===== config.mk =====
export PLATFORM = sky130hd
export DESIGN_NAME = phd_cell
export DESIGN_NICKNAME = d
export VERILOG_FILES = /design/src/hw/rtl/phd_pkg.sv /design/src/hw/rtl/phd_cell.sv
export SDC_FILE = /design/constraint.sdc
export NUM_CORES = 1
export LEC_CHECK = 0
export ABC_AREA = 1
export BUFFER_PORTS_ARGS = -buffer_cell sky130_fd_sc_hd__buf_4
export CAP_MARGIN = 20
export CORE_AREA = 2 2 79 81
export CTS_CLUSTER_DIAMETER = 100
export DETAILED_ROUTE_END_ITERATION = 16
export DIE_AREA = 0 0 81 83
export PLACE_DENSITY = 0.86
export SYNTH_ARGS = -nofsm -noshare
export SYNTH_HDL_FRONTEND = slang
export SYNTH_SLANG_ARGS = --single-unit

===== constraint.sdc =====
create_clock -name clk -period 1.42 [get_ports clk]
set_clock_uncertainty 0.1 [all_clocks]
set_input_delay 0.142 -clock clk [delete_from_list [all_inputs] [get_ports clk]]
set_output_delay 0.142 -clock clk [all_outputs]
set_load 0.02 [all_outputs]

===== src/hw/rtl/phd_pkg.sv =====
// Shared widths, codes and types for the pairwise Hamming distance engine.
`default_nettype none
package phd_pkg;

	localparam int ROW_W     = 64;
	localparam int SLOT_W    = 6;
	localparam int DIST_W    = 7;
	localparam int CFG_W     = 7;
	localparam int APB_AW    = 3;
	localparam int APB_DW    = 32;
	localparam int CELL_BITS = 8;

	localparam logic ACT_LOAD  = 1'b0;
	localparam logic ACT_QUERY = 1'b1;

	localparam logic REG_REF_COUNT = 1'b0;
	localparam logic REG_VEC_LEN   = 1'b1;

	localparam logic [CFG_W-1:0] REF_COUNT_RST = 7'd1;
	localparam logic [CFG_W-1:0] VEC_LEN_RST   = 7'd64;

	typedef struct packed {
		logic              valid;
		logic [SLOT_W-1:0] slot;
		logic              last;
	} cell_meta_t;

endpackage
`default_nettype wire


===== src/hw/rtl/phd_cell.sv =====
// One popcount cell: counts the low bits of its word, adds, shifts on.
`default_nettype none
module phd_cell #(
	parameter int VEC_W = 64,
	parameter int SUM_W = 7
) (
	input  wire logic                clk,
	input  wire logic                arst_n,
	input  wire logic                en,
	input  wire phd_pkg::cell_meta_t meta_in,
	input  wire logic [VEC_W-1:0]    vec_in,
	input  wire logic [SUM_W-1:0]    sum_in,
	output phd_pkg::cell_meta_t      meta_q,
	output logic      [VEC_W-1:0]    vec_q,
	output logic      [SUM_W-1:0]    sum_q
);
	import phd_pkg::*;

	logic [SUM_W-1:0] cnt;

	always_comb begin
		cnt = '0;
		for (int i = 0; i < CELL_BITS; i++) begin
			cnt = cnt + SUM_W'(vec_in[i]);
		end
	end

	always_ff @(posedge clk or negedge arst_n) begin
		if (!arst_n) begin
			meta_q <= '0;
		end else if (en) begin
			meta_q <= meta_in;
		end
	end

	// drop the counted bits, hand the rest to the next cell
	always_ff @(posedge clk) begin
		if (en) begin
			vec_q <= vec_in >> CELL_BITS;
			sum_q <= sum_in + cnt;
		end
	end
endmodule
`default_nettype wire


Word-level counts from Yosys, hierarchy flattened --
Cells that the tools add are included.
Word-level totals: bits in registers 71, output and inout bits 79
Cells by class: $add $sub $neg 8
Operators with widths (count):
- $add A6 B1 Y7 | 1
- $add A7 B1 Y7 | 1
- $add A7 B7 Y7 | 1
- $add A5 B1 Y6 | 1
- $add A4 B1 Y5 | 1
- $add A3 B1 Y4 | 1
- $add A2 B1 Y3 | 1
- $add A1 B1 Y2 | 1

Longest topological paths before layout --
depth in word-level cells 8, mapped depth 12, gate-level depth less buffers 12

Worst setup path after synthesis --
OpenSTA, ideal clock, no wires.
path type input to register, start point in vec_in[0], end point reg sum_q[6] (data pin), data arrival time 2.583 ns, path slack -1.515 ns, cell stages on the path 12, path buffers 0, cell sequence fa_1 > inv_1 > fa_1 > fa_1 > fa_1 > inv_1 > fa_1 > nand3_1 > nand2_1 > nand2_1 > nand2_1 > nand2_1
On the way: longest elaborated chain between the ends 8
Ends and longest elaborated chain:
- start: declaration | line phd_cell.sv:11 | input wire logic [VEC_W-1:0] vec_in,
- $add A1 B1 Y2 | line phd_cell.sv:24 | cnt = cnt + SUM_W'(vec_in[i]);
- $add A2 B1 Y3 | line phd_cell.sv:24
- $add A3 B1 Y4 | line phd_cell.sv:24
- $add A4 B1 Y5 | line phd_cell.sv:24
- $add A5 B1 Y6 | line phd_cell.sv:24
- $add A6 B1 Y7 | line phd_cell.sv:24
- $add A7 B1 Y7 | line phd_cell.sv:24
- $add A7 B7 Y7 | line phd_cell.sv:40 | sum_q <= sum_in + cnt;
- end signal: assignment | line phd_cell.sv:40
- end: declaration | line phd_cell.sv:15 | output logic [SUM_W-1:0] sum_q
Every way passes these cells. A chain may end at the register's enable or synchronous reset.

Worst setup path after layout --
start point in vec_in[0], end point reg sum_q[4] (data pin)
Same word-level chain as after synthesis.

==> impl_metrics.tcl <==
set metrics [dict create \
    dp_hpwl_um 4890 \
    antenna_found_initial 0 \
    drive_above_1_share 0.505 \
    min_path_type "in2reg" \
    power_frac_comb 0.235 \
    final_cells 455 \
    seq_area_frac_synth 0.803 \
    io_pins 161 \
    portBuffers 152 \
    ys_seq_elements 71 \
    drv_slew 0 \
    fin_setup_tns_ps -8070 \
    clock-sinks 71 \
    chipWidth_um 81 \
    grt_max_degree 29 \
    clock_latency_ps 330 \
    final_hold_viol_count 0 \
    status "complete, but fails checks" \
    grt_overflow 0 \
    postSynthAreaPerCell_um2 18.6 \
    synth-warning-count 0 \
    intPower_mw 4.19 \
    grt_pass1_vias 2205 \
    setup_viol 7 \
    grt_pass1_wl_um 12200 \
    detail_route.vias_per_cell 4.67 \
    die_h_um 83 \
    route.detailed.drc 0 \
    p_clk_frac 0.314 \
    critical_path_arrival_ps 2700 \
    critPathLaunchType "input port" \
    end_kind "flop" \
    syn_inst 140 \
    gp_congestion 0.805 \
    placed_cells 371 \
    drt-total-wl_um 8420 \
    die-area_um2 6720 \
    max_cap_violations 0 \
    dr.pass1.iters 4 \
    cts.clk_slew.worst_paths_ps 70 \
    switching_share 0.272 \
    yosysTopAreaCell "edfxtp_1" \
    synthTopCellsByArea "edfxtp_1 73%, dfrtp_1 7.7%, fa_1 3.8%" \
    root_buffer "clkbuf_8" \
    total_leakage_power_nw 2.17 \
    violations "setup timing" \
    antenna_cells 0 \
    pwr_density_cell_nw_per_um2 1200 \
    period_needed_ps 2710 \
    routedWlPerCell_um 18.5 \
    finalPower_mw 5.75 \
    crit_type "in2reg" \
    clock.fmax_mhz 370 \
    dp_slack_ps -1660 \
    switching_power_mw 1.56 \
    syn-cell-area_um2 2610 \
    fin_ws_ps -1290 \
    area_growth_pct 84.2 \
    synth_cell_types 18 \
    cts_max_level 3 \
    ir_worst_vdd_v 0.000854 \
    cts_buffers 9 \
    core_um2 5820 \
    tritoncts "done" \
    required_ps 1410 \
    synth_top_area_frac 0.726 \
    drt_iter0_drc 60 \
    rsz0062_at_grt "true" \
    placementRows 28 \
    max-clock-path-buffers 2 \
    vias 2124 \
    fin_crit_sh 1.91 \
    p_seq_frac 0.452 \
    path_max_fanout 3 \
    nets 468 \
    start_util 0.448 \
    ant_nets 0 \
    gr-usage-all-layers 0.257 \
]
==> area by class of cell <==
type,instances,area (um2)
clock buffer,9,124
clock inverter,7,96.3
fill,300,1020
inverter,15,56.3
multi-input combinational,52,447
sequential,71,2090
tap,75,93.8
timing repair buffer,226,1890
==> cells in the mapped netlist (all sizes together) <==
library cell  count
xnor2             1
nand3             2
buf               9
nand4             1
mux2              8
nand3b            1
nand2            14
fa                5
dfrtp             8
a21oi             1
conb              1
xor2              2
inv              15
ha                6
nor2              3
edfxtp           63
==> registers in the layout, indices dropped and copies added (netlist names) <==
signal and flops:
sum_q 7, vec_q 56, meta_q 8
==> cell families (layout without fill, tap and decap cells) <==
group           count (synthesis)  count (layout)  synth area share
compound gates                  1               1           0.00192
flops                          71              71             0.803
mux                             8               8            0.0346
simple gates                   21              21            0.0355
buf+inv                        24             257            0.0466
xor+xnor                        3               3            0.0101
other cells                     1               8           0.00144
fa+ha+maj                      11              11            0.0672
==> stage by stage <==
| stage | hold WS [ps] | instance area [um2] | util |
|---|---|---|---|
| after floorplan | -254 | 2650 | - |
| final | 33.2 | 4800 | 0.825 |
| after detailed placement | -134 | 3880 | 0.668 |
| after global routing | 29.9 | 4800 | 0.825 |
| after CTS | 25.7 | 4780 | 0.823 |
| after global placement | -135 | 3880 | 0.668 |
==> path summary, 6_finish.rpt <==
kind                        endpoint  slack (ps)      start  cells after the start
setup / recovery            sum_q[4]       -1290  vec_in[0]                     11
hold / removal              sum_q[4]          30  sum_in[4]                      2
setup reg to reg           meta_q[1]         550  meta_q[1]                      1
hold reg to reg            meta_q[5]         420  meta_q[5]                      1
max in group asynchronous  meta_q[2]        1030     arst_n                      2
min in group asynchronous  meta_q[0]          60     arst_n                      2
==> critical path, stage by stage <==
cell and delay, ps:
buf_6 90, fa_1 520, inv_1 50, fa_1 460, fa_1 510, fa_2 220, inv_2 50, fa_2 340
nand3_2 80, nand2_2 70, xor2_1 160
==> placed cells by master (no fill, tap or decap), types with 3 or more instances in the layout <==
master         netlist  layout
dlygate4sd3_1        0      66
fa_1                 5       3
clkbuf_8             0       9
conb_1               1       8
nand2_1             14      12
buf_4                8     157
inv_1               15      13
dfrtp_1              8       8
edfxtp_1            63      63
ha_1                 6       6
mux2_2               8       8
==> what timing repair did <==
action | in CTS | in global routing
hold buffers | 66 | 0
pin swaps | 2 | 0
gates resized for setup | 3 | 3
setup endpoints to repair | 7 | 7
setup buffers | 1 | 1
hold endpoints to repair | 73 | 0
==> layer usage <==
metal  GRT usage  wire length [um]  vias to the layer above
met5           0                 0                        -
met4       0.100               241                        0
met3      0.0717               679                       20
met2       0.463              4570                      129
met1       0.279              2940                     1026
li1            -                 -                      949
==> power groups by stage <==
stage	sequential [mW]	clock (mW)	combinational (mW)
2_1_floorplan	2.89	0	0.260
3_3_place_gp	2.61	0	1.09
3_5_place_dp	2.63	0	1.13
4_1_cts	2.59	1.78	1.30
5_1_grt	2.61	1.92	1.44
6_report	2.60	1.80	1.35
No activity file was read; power rests on OpenSTA's default activity.
